==> config.mk <==
export PLATFORM = sky130hd
export DESIGN_NAME = rc_frame_crc_channel_decoder
export DESIGN_NICKNAME = d
export VERILOG_FILES = /design/src/rcfcd_pkg.sv /design/src/rcfcd_frame_asm.sv /design/src/rcfcd_result.sv /design/src/rc_frame_crc_channel_decoder.sv
export VERILOG_INCLUDE_DIRS = /design/src /design/src/src
export SDC_FILE = /design/constraint.sdc
export NUM_CORES = 1
export LEC_CHECK = 0
export ABC_AREA = 0
export BUFFER_PORTS_ARGS = -buffer_cell sky130_fd_sc_hd__buf_2
export CAP_MARGIN = 25
export CORE_MARGIN = 2
export CORE_UTILIZATION = 40
export DETAILED_ROUTE_END_ITERATION = 8
export GPL_TIMING_DRIVEN = 0
export PLACE_DENSITY_LB_ADDON = 0.2
export SLEW_MARGIN = 20
export SYNTH_ARGS = -nofsm -noshare
export SYNTH_HDL_FRONTEND = slang
export SYNTH_SLANG_ARGS = --single-unit
==> constraint.sdc <==
create_clock -name i_clk -period 3.79 [get_ports i_clk]
set_clock_uncertainty 0.2 [all_clocks]
set_input_delay 0 -clock i_clk [delete_from_list [all_inputs] [get_ports i_clk]]
set_output_delay 0 -clock i_clk [all_outputs]
set_load 0.005 [all_outputs]
==> src/rc_frame_crc_channel_decoder_assert.svh <==
// Assertion macros shared by the frame decoder modules
`ifndef RC_FRAME_CRC_CHANNEL_DECODER_ASSERT_SVH
`define RC_FRAME_CRC_CHANNEL_DECODER_ASSERT_SVH

// Same-cycle implication, disabled while reset is asserted
`define RCFCD_ASSERT_IMP(lbl, clk, rst_n, ante, cons) \
    lbl: assert property (@(posedge clk) disable iff (!(rst_n)) (ante) |-> (cons)) \
        else $error("rcfcd assertion failed");

// Next-cycle implication, disabled while reset is asserted
`define RCFCD_ASSERT_NEXT(lbl, clk, rst_n, ante, cons) \
    lbl: assert property (@(posedge clk) disable iff (!(rst_n)) (ante) |=> (cons)) \
        else $error("rcfcd assertion failed");

`endif

==> src/rcfcd_pkg.sv <==
// Types, constants and CRC step function for the radio-control frame decoder
package rcfcd_pkg;

    localparam logic [3:0]  FRAME_LEN    = 4'd11;
    localparam logic [3:0]  LAST_POS     = 4'd10;
    localparam logic [3:0]  CRC_FIRST    = 4'd3;
    localparam int          STORE_DEPTH  = 10;
    localparam logic [15:0] CRC_POLY     = 16'h8005;
    localparam logic [15:0] CRC_INIT     = 16'hFFFF;
    localparam logic [7:0]  LOST_MASK    = 8'hC0;
    localparam logic [7:0]  LOST_MARK    = 8'h40;
    localparam logic [11:0] STICK_CENTER = 12'd1020;
    localparam logic [11:0] THROTTLE_BASE = 12'd210;
    localparam logic [11:0] THROTTLE_MAX = 12'd1640;
    localparam logic [7:0]  COUNT_MAX    = 8'd255;

    typedef logic [7:0] t_byte;

    typedef struct packed {
        logic [7:0] frame_byte;
        logic       frame_start;
    } t_in_item;

    typedef struct packed {
        logic               crc_ok;
        logic               packet_lost;
        logic signed [11:0] stick_roll;
        logic signed [11:0] stick_pitch;
        logic signed [11:0] stick_yaw;
        logic [10:0]        throttle_level;
        logic [11:0]        aux_bits;
        logic [7:0]         rssi_byte;
        logic               link_ready;
        logic               bind_mode;
    } t_result;

    typedef struct packed {
        logic               fire;
        t_byte [10:0]       frame;
        logic [15:0]        crc;
    } t_frame_done;

    function automatic logic [15:0] crc_byte(logic [15:0] crc, logic [7:0] b);
        logic [15:0] c;
        logic        top;
        c = crc;
        for (int k = 0; k < 8; k++) begin
            top = c[15] ^ b[7-k];
            c   = {c[14:0], 1'b0};
            if (top) begin
                c = c ^ CRC_POLY;
            end
        end
        return c;
    endfunction

endpackage

==> src/rcfcd_frame_asm.sv <==
// Input register, byte position tracking, frame store and running CRC
`include "rc_frame_crc_channel_decoder_assert.svh"

module rcfcd_frame_asm (
    input  logic                   i_clk,
    input  logic                   i_rst_n,
    input  logic                   i_valid,
    input  rcfcd_pkg::t_in_item    i_item,
    output logic                   o_stall,
    input  logic                   i_adv_ok,
    output rcfcd_pkg::t_frame_done o_done
);

    logic                r_in_valid;
    rcfcd_pkg::t_in_item r_in;
    logic [3:0]          r_pos;
    logic [15:0]         r_crc;
    rcfcd_pkg::t_byte    r_store [rcfcd_pkg::STORE_DEPTH];

    logic        active;
    logic        last;
    logic        adv;
    logic [3:0]  pos;
    logic [3:0]  n_pos;
    logic [15:0] crc_base;
    logic [15:0] n_crc;

    always_comb begin
        pos      = r_in.frame_start ? 4'd0 : r_pos;
        active   = r_in.frame_start || (r_pos < rcfcd_pkg::FRAME_LEN);
        last     = active && (pos == rcfcd_pkg::LAST_POS);
        adv      = r_in_valid && (!last || i_adv_ok);
        crc_base = r_in.frame_start ? rcfcd_pkg::CRC_INIT : r_crc;
        n_crc    = (pos >= rcfcd_pkg::CRC_FIRST) ?
                   rcfcd_pkg::crc_byte(crc_base, r_in.frame_byte) : crc_base;
        n_pos    = pos + 4'd1;
    end

    assign o_stall = r_in_valid && !adv;

    always_comb begin
        o_done.fire = adv && last;
        o_done.crc  = n_crc;
        for (int k = 0; k < rcfcd_pkg::STORE_DEPTH; k++) begin
            o_done.frame[k] = r_store[k];
        end
        o_done.frame[10] = r_in.frame_byte;
    end

    always_ff @(posedge i_clk) begin
        if (!i_rst_n) begin
            r_in_valid <= 1'b0;
            r_pos      <= rcfcd_pkg::FRAME_LEN;
            r_crc      <= rcfcd_pkg::CRC_INIT;
        end else begin
            if (i_valid && !o_stall) begin
                r_in_valid <= 1'b1;
            end else if (adv) begin
                r_in_valid <= 1'b0;
            end
            if (adv && active) begin
                r_pos <= n_pos;
                r_crc <= n_crc;
            end
        end
    end

    always_ff @(posedge i_clk) begin
        if (i_valid && !o_stall) begin
            r_in <= i_item;
        end
        for (int k = 0; k < rcfcd_pkg::STORE_DEPTH; k++) begin
            if (adv && active && (pos == 4'(k))) begin
                r_store[k] <= r_in.frame_byte;
            end
        end
    end

    `RCFCD_ASSERT_IMP(a_pos_range, i_clk, i_rst_n, 1'b1, r_pos <= rcfcd_pkg::FRAME_LEN)
    `RCFCD_ASSERT_IMP(a_stall_needs_item, i_clk, i_rst_n, o_stall, r_in_valid)
    `RCFCD_ASSERT_NEXT(a_fire_closes_frame, i_clk, i_rst_n, o_done.fire,
        r_pos == rcfcd_pkg::FRAME_LEN)

endmodule

==> src/rcfcd_result.sv <==
// CRC compare, channel unpack, link flags and result register
`include "rc_frame_crc_channel_decoder_assert.svh"

module rcfcd_result #(
    parameter int BIND_GOOD_FRAMES = 130
) (
    input  logic                   i_clk,
    input  logic                   i_rst_n,
    input  rcfcd_pkg::t_frame_done i_done,
    output logic                   o_adv_ok,
    output logic                   o_valid,
    input  logic                   i_stall,
    output rcfcd_pkg::t_result     o_item
);

    localparam logic [7:0] BIND_LIM  = 8'(BIND_GOOD_FRAMES);
    localparam logic [7:0] READY_LIM = 8'(BIND_GOOD_FRAMES + 1);

    logic               r_out_valid;
    rcfcd_pkg::t_result r_out;
    logic [7:0]         r_cnt;
    logic               r_ready;
    logic               r_bind;

    rcfcd_pkg::t_result n_out;
    logic [7:0]         n_cnt;
    logic               n_ready;
    logic               n_bind;
    logic               ok;
    logic               lost;
    logic [10:0]        c0;
    logic [10:0]        c1;
    logic [10:0]        c2;
    logic [10:0]        c3;
    logic [11:0]        thr;

    always_comb begin
        ok   = i_done.crc == {i_done.frame[1], i_done.frame[2]};
        lost = (i_done.frame[0] & rcfcd_pkg::LOST_MASK) == rcfcd_pkg::LOST_MARK;
        c0   = {i_done.frame[4][2:0], i_done.frame[3]};
        c1   = {i_done.frame[5][6:0], i_done.frame[4][7:4]};
        c2   = {i_done.frame[7][2:0], i_done.frame[6]};
        c3   = {i_done.frame[8][6:0], i_done.frame[7][7:4]};
        thr  = {1'b0, c2} - rcfcd_pkg::THROTTLE_BASE;
        if (thr[11]) begin
            thr = '0;
        end else if (thr > rcfcd_pkg::THROTTLE_MAX) begin
            thr = rcfcd_pkg::THROTTLE_MAX;
        end

        n_cnt   = r_cnt;
        n_ready = r_ready;
        n_bind  = r_bind;
        n_out   = '0;
        if (ok) begin
            n_out.crc_ok      = 1'b1;
            n_out.packet_lost = lost;
            if (!lost) begin
                n_out.stick_roll     = $signed({1'b0, c0} - rcfcd_pkg::STICK_CENTER);
                n_out.stick_pitch    = $signed({1'b0, c1} - rcfcd_pkg::STICK_CENTER);
                n_out.stick_yaw      = $signed({1'b0, c3} - rcfcd_pkg::STICK_CENTER);
                n_out.throttle_level = thr[10:0];
                n_out.aux_bits       = {i_done.frame[9], i_done.frame[8][7],
                                        i_done.frame[7][3], i_done.frame[5][7],
                                        i_done.frame[4][3]};
                n_out.rssi_byte      = i_done.frame[10];
                if (r_cnt != rcfcd_pkg::COUNT_MAX) begin
                    n_cnt = r_cnt + 8'd1;
                end
                if (n_cnt < BIND_LIM) begin
                    n_bind = 1'b1;
                end
            end
            if (n_cnt > READY_LIM) begin
                n_ready = 1'b1;
                n_bind  = 1'b0;
                n_cnt   = READY_LIM;
            end
        end
        n_out.link_ready = n_ready;
        n_out.bind_mode  = n_bind;
    end

    assign o_adv_ok = !r_out_valid || !i_stall;
    assign o_valid  = r_out_valid;
    assign o_item   = r_out;

    always_ff @(posedge i_clk) begin
        if (!i_rst_n) begin
            r_out_valid <= 1'b0;
            r_cnt       <= '0;
            r_ready     <= 1'b0;
            r_bind      <= 1'b0;
        end else begin
            if (i_done.fire) begin
                r_out_valid <= 1'b1;
                r_cnt       <= n_cnt;
                r_ready     <= n_ready;
                r_bind      <= n_bind;
            end else if (!i_stall) begin
                r_out_valid <= 1'b0;
            end
        end
    end

    always_ff @(posedge i_clk) begin
        if (i_done.fire) begin
            r_out <= n_out;
        end
    end

    `RCFCD_ASSERT_IMP(a_ready_ends_bind, i_clk, i_rst_n, r_ready, !r_bind)
    `RCFCD_ASSERT_IMP(a_ready_count, i_clk, i_rst_n, r_ready, r_cnt == READY_LIM)
    `RCFCD_ASSERT_IMP(a_bad_crc_zero, i_clk, i_rst_n, r_out_valid && !r_out.crc_ok,
        !r_out.packet_lost && (r_out.rssi_byte == 8'd0) && (r_out.aux_bits == 12'd0))

endmodule

==> src/rc_frame_crc_channel_decoder.sv <==
// A frame result is valid in the cycle after the transfer of its last byte.
// One byte per cycle when not stalled; input register advances into result register.
// A frame result waits in the result register while the next bytes keep arriving;
// only the last byte of the next frame stalls until that result is transferred.
// Reset (synchronous, active low) empties both registers, waits for a start byte,
// and clears the good-frame count and the ready and bind flags.
module rc_frame_crc_channel_decoder #(
    parameter int BIND_GOOD_FRAMES = 130
) (
    input  logic                i_clk,
    input  logic                i_rst_n,
    input  logic                i_valid,
    output logic                o_stall,
    input  rcfcd_pkg::t_in_item i_item,
    output logic                o_valid,
    input  logic                i_stall,
    output rcfcd_pkg::t_result  o_item
);

    rcfcd_pkg::t_frame_done done;
    logic                   adv_ok;

    rcfcd_frame_asm u_frame_asm (
        .i_clk    (i_clk),
        .i_rst_n  (i_rst_n),
        .i_valid  (i_valid),
        .i_item   (i_item),
        .o_stall  (o_stall),
        .i_adv_ok (adv_ok),
        .o_done   (done)
    );

    rcfcd_result #(
        .BIND_GOOD_FRAMES (BIND_GOOD_FRAMES)
    ) u_result (
        .i_clk    (i_clk),
        .i_rst_n  (i_rst_n),
        .i_done   (done),
        .o_adv_ok (adv_ok),
        .o_valid  (o_valid),
        .i_stall  (i_stall),
        .o_item   (o_item)
    );

endmodule
# After elaboration in Yosys (flattened, before gate mapping)
# Memories as Yosys holds them, arrays and structs flattened.
# Index checks and enable logic that the tools add are counted.
# op_classes
n_addsub	6
magnitude_cmp	5
n_eq_ne	14
muxes	78
bitwise	17
reduce_logical	39
# ops
cell	count
$mux 16	10
$mux 8	15
$reduce_or 8->1	9
$mux 69	1
$mux 67	1
$mux 4	10
$mux 1	39
$sub 11x10->12 const B	3
$not 3->3	8
$mux 11	2
$eq 16x16->1	1
$eq 4x3->1 const B	4
$logic_and 1x1->1	16
$eq 4x4->1 const B	3
$gt 12x11->1 const B	1
$sub 11x8->12 const B	1
$add 8x1->8 const B	1
$eq 4x2->1 const B	2
$gt 8x8->1 const B	1
$lt 8x8->1 const B	1
$ne 8x8->1 const B	1
$xor 1x1->1	8
$logic_not 1->1	5
$add 4x1->4 const B	1
13 further kinds	15
# totals
reg_bits	112
ramBits	80
output_inout_bits	73
memories	1
# mem_list
memory	words	word_bits	rd	rd_clocked_by_memory_dff	wr	line	rtl
u_frame_asm.r_store	10	8	10	0	1	rcfcd_frame_asm.sv:18	rcfcd_pkg::t_byte r_store [rcfcd_pkg::STORE_DEPTH];

# Depth between registers and ports, before layout
# Gate-level depths: netlist (run 1).
# logic_depth
word_depth	25
mapped_depth	19
mapped_depth_nobuf	12

# Modules after synthesis
# A second synthesis (run 1) with hierarchy kept.
# hier_totals
hier_cells	682
area_unflattened_um2	8516.9
# by_module_without_submodules
mod	instances	cells_each	area_each_um2	seq_area_each_um2
rcfcd_frame_asm	1	308	4320.4	3093.0
rcfcd_result	1	374	4196.5	2352.3

# Least setup slack after synthesis (run 1)
# No wires, ideal clock.
# synth_timing
kind	reg-to-reg
startpoint	register u_frame_asm.r_in[0] in the netlist's numbering
endpoint	register u_result.r_out, in the netlist u_result.o_item[24], data pin
setup_ns	0.149
arrival_ns	3.698
t_required_ns	3.441
path_slack_ns	-0.257
stages_incl_launch_ff	19
path_buffers	6
period_less_slack_ns	4.047
cell_sequence	edfxtp_1 > buf_2 > clkbuf_1 > clkbuf_1 > nand2b_1 > inv_1 > ha_1 > clkbuf_1 > nor3_2 > mux2i_1 > xnor2_1 > o31a_1 > o21ai_0 > and4b_1 > and4_4 > buf_6 > nand3_4 > buf_6 > nor3b_2
# synth_via
elab_chain_cells	21
word_cells_on_any_way	31
cone_classes	order compare (1); eq/ne (1); mux (11); bitwise (17); reduce/logical (1)
# synth_lines
element	line	rtl
from (decl)	rcfcd_frame_asm.sv:15	rcfcd_pkg::t_in_item r_in;
from (signal assigned)	rcfcd_frame_asm.sv:70	r_in <= i_item;
$mux 16	rcfcd_frame_asm.sv:33	crc_base = r_in.frame_start ? rcfcd_pkg::CRC_INIT : r_crc;
$xor 1x1->1 or $not 3->3 (tied branches)	n/a	
$mux 16	rcfcd_pkg.sv:50	if (top) begin
$xor 1x1->1	rcfcd_pkg.sv:48	top = c[15] ^ b[7-k];
$mux 16	rcfcd_pkg.sv:50	
$xor 1x1->1	rcfcd_pkg.sv:48	
$mux 16	rcfcd_pkg.sv:50	
$xor 1x1->1	rcfcd_pkg.sv:48	
[5 not listed]	n/a	
$xor 1x1->1	rcfcd_pkg.sv:48	
$mux 16	rcfcd_pkg.sv:50	
$xor 1x1->1	rcfcd_pkg.sv:48	
$mux 16	rcfcd_pkg.sv:50	
$mux 16 *	rcfcd_frame_asm.sv:34	n_crc = (pos >= rcfcd_pkg::CRC_FIRST) ?
$eq 16x16->1 *	rcfcd_result.sv:38	ok = i_done.crc == {i_done.frame[1], i_done.frame[2]};
$not 1->1 (no source line) *	n/a	
$reduce_or 4->1 (no source line) *	n/a	
to (signal assigned)	rcfcd_result.sv:108	r_out <= n_out;
to (decl)	rcfcd_result.sv:20	rcfcd_pkg::t_result r_out;
# Every way passes the cells marked *; elsewhere a longest branch is shown, timed or not.
# A chain may end at the register's enable or synchronous reset.

# Worst setup path in the final report (run 1)
# layout_timing
startpoint	register u_frame_asm.r_in[0] in the netlist's numbering
endpoint	register u_result.r_out, in the netlist u_result.o_item[12], data pin
# layout_via
elab_chain_cells	21
word_cells_on_any_way	31
cone_classes	order compare (1); eq/ne (1); mux (11); bitwise (17); reduce/logical (1)
# layout_lines
element	line
$mux 16	rcfcd_frame_asm.sv:33
$xor 1x1->1 or $not 3->3 (tied branches)	n/a
$mux 16	rcfcd_pkg.sv:50
$xor 1x1->1	rcfcd_pkg.sv:48
$mux 16	rcfcd_pkg.sv:50
$xor 1x1->1	rcfcd_pkg.sv:48
$mux 16	rcfcd_pkg.sv:50
$xor 1x1->1	rcfcd_pkg.sv:48
[5 not listed]	n/a
$xor 1x1->1	rcfcd_pkg.sv:48
$mux 16	rcfcd_pkg.sv:50
$xor 1x1->1	rcfcd_pkg.sv:48
$mux 16	rcfcd_pkg.sv:50
$mux 16 *	rcfcd_frame_asm.sv:34
$eq 16x16->1 *	rcfcd_result.sv:38
$not 1->1 (no source line) *	n/a
$reduce_or 2->1 (no source line) *	n/a
# Marked as above.

==> impl_metrics.env, run 1 <==
export IMPL_outcome="completed"
export IMPL_setup_slack_ns=0.156
export IMPL_critPathBufInv=4
export IMPL_gp_congestion=0.906
export IMPL_synth_async_reset_ratio_pct=0
export IMPL_syn_to_final_growth_pct=23.6
export IMPL_htree_levels=4
export IMPL_start_util_pct=40.7
export IMPL_cp_data_required_time_ns=3.77
export IMPL_cp_top_family="XOR/XNOR gates"
export IMPL_routedWlPerCell_um=18.0
export IMPL_hold_violations=0
export IMPL_cts_sinks=186
export IMPL_drive_gt1_share_pct=24.2
export IMPL_syn_area_per_cell_um2=12.2
export IMPL_netlist_area_um2=8530
export IMPL_rr_startpoint="u_frame_asm.r_in[0]$_DFFE_PP_"
export IMPL_die_h_um=150
export IMPL_whs_endpoint="u_frame_asm.o_done[103]$_DFFE_PP_"
export IMPL_min_path_type="in2reg"
export IMPL_finalNetCount=876
export IMPL_r2r_slack_ns=0.16
export IMPL_reg2reg_to="u_result.o_item[12]$_SDFFCE_PP0P_"
export IMPL_hold_depth=2
export IMPL_hp_start="i_item[8]"
export IMPL_cts_max_path_buffers=2
export IMPL_synth_nets=723
export IMPL_holdWs_ns=0.0762
export IMPL_layout_min_cycle_time_ns=3.63
export IMPL_timing_max_cap_violations=0
export IMPL_drc=0
export IMPL_grt_overflow=0
export IMPL_p_per_area_nw_per_um2=410
export IMPL_antenna_found_initial=0
export IMPL_grt_pass1_wl_um=31700
export IMPL_reg2reg_depth=12
export IMPL_ios=86
export IMPL_dp_hpwl_um=13700
export IMPL_synth_distinct_cells=80
export IMPL_cp_end_kind="register"
export IMPL_cp_data_arrival_time_ns=3.61
export IMPL_path_cells="buf_4 -> buf_4 -> or3_1 -> and2_4 -> xnor3_2 -> xnor2_1 -> a21oi_2 -> xor2_4 -> nor3_4 -> buf_6 -> buf_6 -> and2_1"
export IMPL_max_stage_delay_ns=0.43
export IMPL_ys_warn_count=0
export IMPL_cp_start_kind="register"
export IMPL_cts_root_buf="clkbuf_16"
export IMPL_p_leak_nw=3.55
export IMPL_die_area_um2=22500
export IMPL_dr_pass1_iters=5
export IMPL_worstPathMaxFanout=10
export IMPL_first_global_vias=5707
export IMPL_ys_seq_area_share_pct=61.7
export IMPL_synth_edff_count=154
export IMPL_fp_dieW_um=150
export IMPL_setup_viol=0
export IMPL_tightest_slew_ns=0.749
export IMPL_io_buffers=85
export IMPL_syn_inst=701
export IMPL_yosys_register_bits=186
export IMPL_fillerInstances=1904
export IMPL_numCtsBuffers=17
export IMPL_cts_tree="built"
export IMPL_drt_total_wl_um=20600
export IMPL_rows=53
export IMPL_vdd_ir_drop_max_v=0.000337
export IMPL_crit_path_top_delay_cell="edfxtp_1"
export IMPL_ant_nets=0
export IMPL_slew_headroom_pct=49.4
export IMPL_clkLatencyLatePin_ns=0.43
export IMPL_drtIter0Drc=485
export IMPL_core_area_um2=21000
export IMPL_clkTransAtPathRegs_ns=0.07
export IMPL_crit_type="reg2reg"
export IMPL_slew_viol_final=0
export IMPL_grt_max_degree=62
export IMPL_post_place_ws_ns=-1.30
export IMPL_fmax_mhz=275
export IMPL_vias_per_cell=5.30
export IMPL_num_vias=6062
export IMPL_rsz0062_at_grt="no"
export IMPL_grt_usage_pct=18.7
export IMPL_final_setup_tns_ns=0
export IMPL_fin_crit_sh_pct=95.9
export IMPL_synth_ff_type="edfxtp_1"
## worst register-to-register path: stages (launching register included)
cell and delay, ns:
edfxtp_1 0.43, buf_4 0.16, buf_4 0.14, or3_1 0.40
and2_4 0.19, xnor3_2 0.42, xnor2_1 0.18, a21oi_2 0.41
xor2_4 0.32, nor3_4 0.07, buf_6 0.16, buf_6 0.14
and2_1 0.17
## what timing repair did
| action | in CTS | in global routing |
|---|---|---|
| resized for setup | 37 | 18 |
| pin swaps | 12 | 9 |
| hold buffers | 15 | 0 |
| hold endpoints to repair | 29 | 0 |
| setup endpoints to repair | 81 | 79 |
| setup buffers | 23 | 12 |
| cloned | 2 | 0 |
## report_power, final
group / internal (mW) / total (mW) / switching [mW] / leakage [nW]
combinational: 0.152 / 0.364 / 0.212 / 1.76
sequential: 2.23 / 2.25 / 0.0257 / 1.51
clock: 0.887 / 1.71 / 0.823 / 0.276
## cells by family after synthesis
family                     after synthesis  synth area share [%]
adders and majority gates                9                  1.32
xor gates and xnor gates                65                  7.34
buffers and inverters                   47                  2.45
AOI/OAI and AO/OA                      111                  9.08
and+or+nand+nor                        275                  17.1
muxes                                    8                  1.03
DFF                                    186                  61.7
## stage by stage
stage | util, % | cells | total power [mW] | area, um2
after floorplan | - | 701 | 2.50 | 8560
after global placement | 44.5 | 1061 | 2.58 | 9330
after detailed placement | 44.7 | 1062 | 2.59 | 9360
after CTS | 50.0 | 1133 | 4.34 | 10500
after global routing | 50.3 | 1142 | 4.47 | 10500
final | 50.3 | 1143 | 4.32 | 10600
## cell usage after synthesis (all sizes together) (18+ instances only)
cell type / count / area share [%]
and3: 19 / 1.4
and2: 32 / 2.4
nand2: 42 / 1.8
edfxtp: 154 / 54
nand3: 30 / 1.9
xor2: 18 / 1.9
a21oi: 23 / 1.4
dfxtp: 32 / 7.5
nor3: 18 / 1.2
nor2: 73 / 3.2
o21ai: 20 / 1.2
xnor2: 44 / 4.6
## cell usage in the layout (no fill, tap or decap), types with 19 or more instances in the layout
| cell | count |
|---|---|
| edfxtp_1 | 154 |
| buf_2 | 88 |
| nor2_1 | 67 |
| xnor2_1 | 43 |
| nand2_1 | 42 |
| buf_4 | 35 |
| dfxtp_1 | 32 |
| and2_1 | 31 |
| nand3_1 | 29 |
| a21oi_1 | 22 |
| and3_1 | 19 |
## worst max-delay path by stage
stage | startpoint | slack (ns) | end | cells past startpoint
floorplan | u_frame_asm.r_in[0]$_DFFE_PP_ | 0.009 | u_result.o_item[24]$_SDFFCE_PP0P_ | 18
global placement | u_frame_asm.r_in[0]$_DFFE_PP_ | -1.19 | u_result.o_item[11]$_SDFFCE_PP0P_ | 16
detailed placement | u_frame_asm.r_in[0]$_DFFE_PP_ | -1.30 | u_result.o_item[60]$_SDFFCE_PP0P_ | 16
CTS | u_frame_asm.r_in[0]$_DFFE_PP_ | -0.02 | u_result.o_item[25]$_SDFFCE_PP0P_ | 17
global route | u_frame_asm.r_in[0]$_DFFE_PP_ | 0.006 | u_result.o_item[25]$_SDFFCE_PP0P_ | 15
finish | u_frame_asm.r_in[0]$_DFFE_PP_ | 0.16 | u_result.o_item[12]$_SDFFCE_PP0P_ | 12
## metal layers
layer / GRT usage, % / vias to the layer above / share of wire (%) / wire length, um
met1: 24.3 / 2951 / 44 / 9120
met5: 0 / - / 0 / 0
li1: - / 2896 / - / -
met3: 3.87 / 28 / 5.2 / 1080
met2: 32.1 / 187 / 49 / 10000
met4: 4.76 / 0 / 1.6 / 320
## layout make-up
| cell class | instances | area (um2) | area share [%] |
|---|---|---|---|
| buffer | 26 | 169 | 1.60 |
| timing repair buffer | 137 | 902 | 8.55 |
| clock buffer | 18 | 439 | 4.16 |
| tap | 275 | 344 | 3.26 |
| antenna | 1 | 2.50 | 0.0237 |
| multi-input combinational | 469 | 3220 | 30.6 |
| inverter | 17 | 68.8 | 0.652 |
| clock inverter | 14 | 136 | 1.29 |
| sequential | 186 | 5270 | 49.9 |
## sequential cells by signal, summed over array words and instances, names as in the netlist
name / cells
u_frame_asm.o_done: 8
u_frame_asm.r_pos: 4
u_result.r_cnt: 8
u_frame_asm.r_store: 74
u_frame_asm.r_in_valid: 1
u_frame_asm.r_in: 1
u_result.r_ready: 1
u_result.r_bind: 1
u_result.o_item: 71
u_frame_asm.r_crc: 16
u_result.o_valid: 1
No activity file was read; power rests on OpenSTA's default activity.
==> run 2, diff against run 1 <==
--- a/config.mk
+++ b/config.mk
@@ -8,3 +8,3 @@
 export LEC_CHECK = 0
-export ABC_AREA = 0
+export ABC_AREA = 1
 export BUFFER_PORTS_ARGS = -buffer_cell sky130_fd_sc_hd__buf_2
==> constraint.sdc (replaced) <==
create_clock -name i_clk -period 3.79 [get_ports i_clk]
set_clock_uncertainty 0.2 [all_clocks]
set_input_delay 0.9475 -clock i_clk [delete_from_list [all_inputs] [get_ports i_clk]]
set_output_delay 0.9475 -clock i_clk [all_outputs]
set_load 0.005 [all_outputs]
==> impl_metrics.env, run 2 <==
export IMPL_outcome="completed"
export IMPL_met2_usage_pct=28.9
export IMPL_hold_violations=0
export IMPL_cp_start_kind="register"
export IMPL_yosysMostFrequentCell="nand2_1"
export IMPL_cp_end_kind="register"
export IMPL_io_buffers=85
export IMPL_timing_max_cap_violations=0
export IMPL_synth_area_top_cells="edfxtp_1, nand2_1, dfxtp_1"
export IMPL_synth_top_area_cell="edfxtp_1"
export IMPL_fp_dieW_um=149
export IMPL_final_setup_tns_ns=0
export IMPL_synth_nets=883
export IMPL_grt_overflow=0
export IMPL_numCtsBuffers=17
export IMPL_syn_area_per_cell_um2=9.79
export IMPL_synthTopCellsByCount="nand2_1, edfxtp_1, nor2_1"
export IMPL_drt_total_wl_um=18700
export IMPL_p_int_mw=3.35
export IMPL_fillerInstances=1955
export IMPL_cts_max_path_buffers=2
export IMPL_slew_viol_final=0
export IMPL_grt_pass1_wl_um=29600
export IMPL_final_cells=1273
export IMPL_regMostFlops="u_frame_asm.r_store"
export IMPL_gp_congestion=0.863
export IMPL_syn_to_final_growth_pct=19.9
export IMPL_synth_top_area_share_pct=54.9
export IMPL_layout_area_seq_um2=5270
export IMPL_start_util_pct=40.5
export IMPL_multiInputGateArea_um2=2750
export IMPL_clkTransAtPathRegs_ns=0.07
export IMPL_layout_min_cycle_time_ns=3.60
export IMPL_power_switching_mw=1.10
export IMPL_clkPwrFrac_pct=40.0
export IMPL_dp_cells=1225
export IMPL_cts_root_buf="clkbuf_16"
export IMPL_finalNetCount=1007
export IMPL_clkLatencyLatePin_ns=0.44
export IMPL_vias_per_cell=4.78
export IMPL_netSwitchingFraction_pct=24.7
export IMPL_crit_type="reg2reg"
export IMPL_grt_usage_pct=17.6
export IMPL_drive_gt1_share_pct=19.2
export IMPL_final_cell_mix="nand2_1, edfxtp_1, nor2_1"
export IMPL_synth_edff_count=154
export IMPL_drc=0
export IMPL_synth_async_reset_ratio_pct=0
export IMPL_setup_viol=0
export IMPL_whs_endpoint="u_frame_asm.r_crc[2]$_SDFFE_PN1P_"
export IMPL_antenna_cells=0
export IMPL_synth_distinct_cells=35
export IMPL_hp_start="u_frame_asm.r_crc[2]$_SDFFE_PN1P_"
export IMPL_synth_ff_type="edfxtp_1"
export IMPL_seqPwrFrac_pct=51.2
export IMPL_cts_tree="built"
export IMPL_post_place_ws_ns=-0.491
export IMPL_hold_depth=2
export IMPL_rr_startpoint="u_frame_asm.r_in[0]$_DFFE_PP_"
export IMPL_ant_nets=0
export IMPL_dp_hpwl_um=12900
export IMPL_r2r_slack_ns=0.19
export IMPL_routedWlPerCell_um=14.7
export IMPL_syn_inst=861
export IMPL_use_met1_pct=23.7
export IMPL_rows=53
export IMPL_combPwrFrac_pct=8.9
export IMPL_dr_pass1_iters=5
export IMPL_cts_sinks=186
export IMPL_p_leak_nw=4.60
export IMPL_reg2reg_depth=23
export IMPL_slew_headroom_pct=47.4
export IMPL_yosys_register_bits=186
export IMPL_vdd_ir_drop_max_v=0.000345
export IMPL_worstPathMaxFanout=10
export IMPL_grt_max_degree=59
export IMPL_htree_levels=4
export IMPL_setup_slack_ns=0.194
export IMPL_cp_data_arrival_time_ns=3.68
export IMPL_fin_crit_sh_pct=94.9
export IMPL_ys_warn_count=0
export IMPL_first_global_vias=5632
export IMPL_fmax_mhz=278
export IMPL_p_per_area_nw_per_um2=441
export IMPL_drtIter0Drc=445
export IMPL_antenna_found_initial=0
export IMPL_gr_usage_met3_pct=3.58
export IMPL_rsz0062_at_grt="no"
export IMPL_busiest_layer="met2"
export IMPL_reg2reg_to="u_result.o_item[17]$_SDFFCE_PP0P_"
export IMPL_ys_seq_area_share_pct=62.5
export IMPL_core_area_um2=20800
export IMPL_min_path_type="reg2reg"
export IMPL_largest_reg_flops=74
export IMPL_die_h_um=149
export IMPL_final_common_cell="nand2_1"
export IMPL_die_area_um2=22200
export IMPL_cp_data_required_time_ns=3.88
export IMPL_num_vias=6090
export IMPL_tightest_slew_ns=0.786
export IMPL_ios=86
export IMPL_netlist_area_um2=8430
-- run 2: timing repair --
| item | CTS | global route |
|---|---|---|
| hold buffers | 0 | 0 |
| pin swaps | 4 | 5 |
| buffers inserted | 4 | 12 |
| endpoints found under the setup margin | 130 | 123 |
| cloned | 0 | 1 |
| gates resized for setup | 10 | 24 |
-- run 2: worst max path at each step --
stage | slack (ns) | end | from | cells past startpoint
finish | 0.19 | u_result.o_item[17]$_SDFFCE_PP0P_ | u_frame_asm.r_in[0]$_DFFE_PP_ | 23
global route | 0.001 | u_result.o_item[48]$_SDFFCE_PP0P_ | u_frame_asm.r_in[0]$_DFFE_PP_ | 23
CTS | -0.001 | u_frame_asm.r_store[1][5]$_DFFE_PP_ | u_frame_asm.r_in[0]$_DFFE_PP_ | 13
detailed placement | -0.49 | u_result.o_item[65]$_SDFFCE_PP0P_ | u_frame_asm.r_in[0]$_DFFE_PP_ | 21
global placement | -0.88 | u_frame_asm.r_store[1][2]$_DFFE_PP_ | u_frame_asm.r_in[0]$_DFFE_PP_ | 13
floorplan | 0.48 | u_result.o_item[37]$_SDFFCE_PP0P_ | u_frame_asm.r_in[0]$_DFFE_PP_ | 21
-- run 2: logic make-up after synthesis --
| logic type | share of synthesized area (%) |
|---|---|
| buffers and inverters | 6.33 |
| flip-flops | 62.5 |
| adder cells (fa/ha/maj) | 1.34 |
| AO/OA/AOI/OAI | 4.60 |
| XOR/XNOR | 3.01 |
| AND/OR/NAND/NOR | 22.2 |
-- run 2: power by group through the flow --
stage	sequential, mW	clock [mW]	combinational (mW)
after floorplan	2.31	0	0.250
after global placement	2.34	0	0.330
after detailed placement	2.34	0	0.338
after CTS	2.29	1.82	0.350
after global routing	2.28	1.91	0.442
final	2.28	1.78	0.395
-- run 2: per-layer routing --
metal | vias up | share of wire (%)
li1 | 3090 | -
met1 | 2833 | 46
met2 | 151 | 47
met3 | 16 | 5.1
met4 | 0 | 1.4
met5 | - | 0
-- run 2: final cells by class --
| type | instances | area share [%] |
|---|---|---|
| plain buffers | 18 | 1.29 |
| clock buffers | 17 | 4.21 |
| well taps | 275 | 3.40 |
| repair buffers | 106 | 6.04 |
| multi-input cells | 547 | 27.2 |
| flip-flops and latches | 186 | 52.1 |
| clock inverters | 15 | 1.63 |
| inverters | 109 | 4.10 |
-- run 2: per-stage QoR --
stage / instance area, um2 / hold slack, ns / util, % / total power [mW]
after detailed placement: 9270 / 0.247 / 44.5 / 2.68
after global routing: 10100 / 0.276 / 48.5 / 4.63
after floorplan: 8430 / 0.230 / - / 2.56
after global placement: 9200 / 0.241 / 44.2 / 2.67
after CTS: 9920 / 0.264 / 47.6 / 4.46
final: 10100 / 0.262 / 48.5 / 4.45
-- run 2: worst max-delay path, stage by stage (launching register included) --
cell      delay [ns]
edfxtp_1        0.41
buf_4           0.18
inv_2           0.07
buf_8           0.14
nand2_2         0.08
inv_2           0.08
ha_4            0.15
nand3b_1        0.18
buf_6           0.16
o21ai_1         0.11
nand2_1         0.13
nand2_1         0.08
a21oi_2         0.16
nand2_1         0.06
nor2_1          0.10
nand3_1         0.12
nor2_2          0.13
nand3_2         0.11
nor2_4          0.15
nand2_4         0.09
nor2_8          0.17
inv_4           0.08
buf_6           0.16
nor2_1          0.13
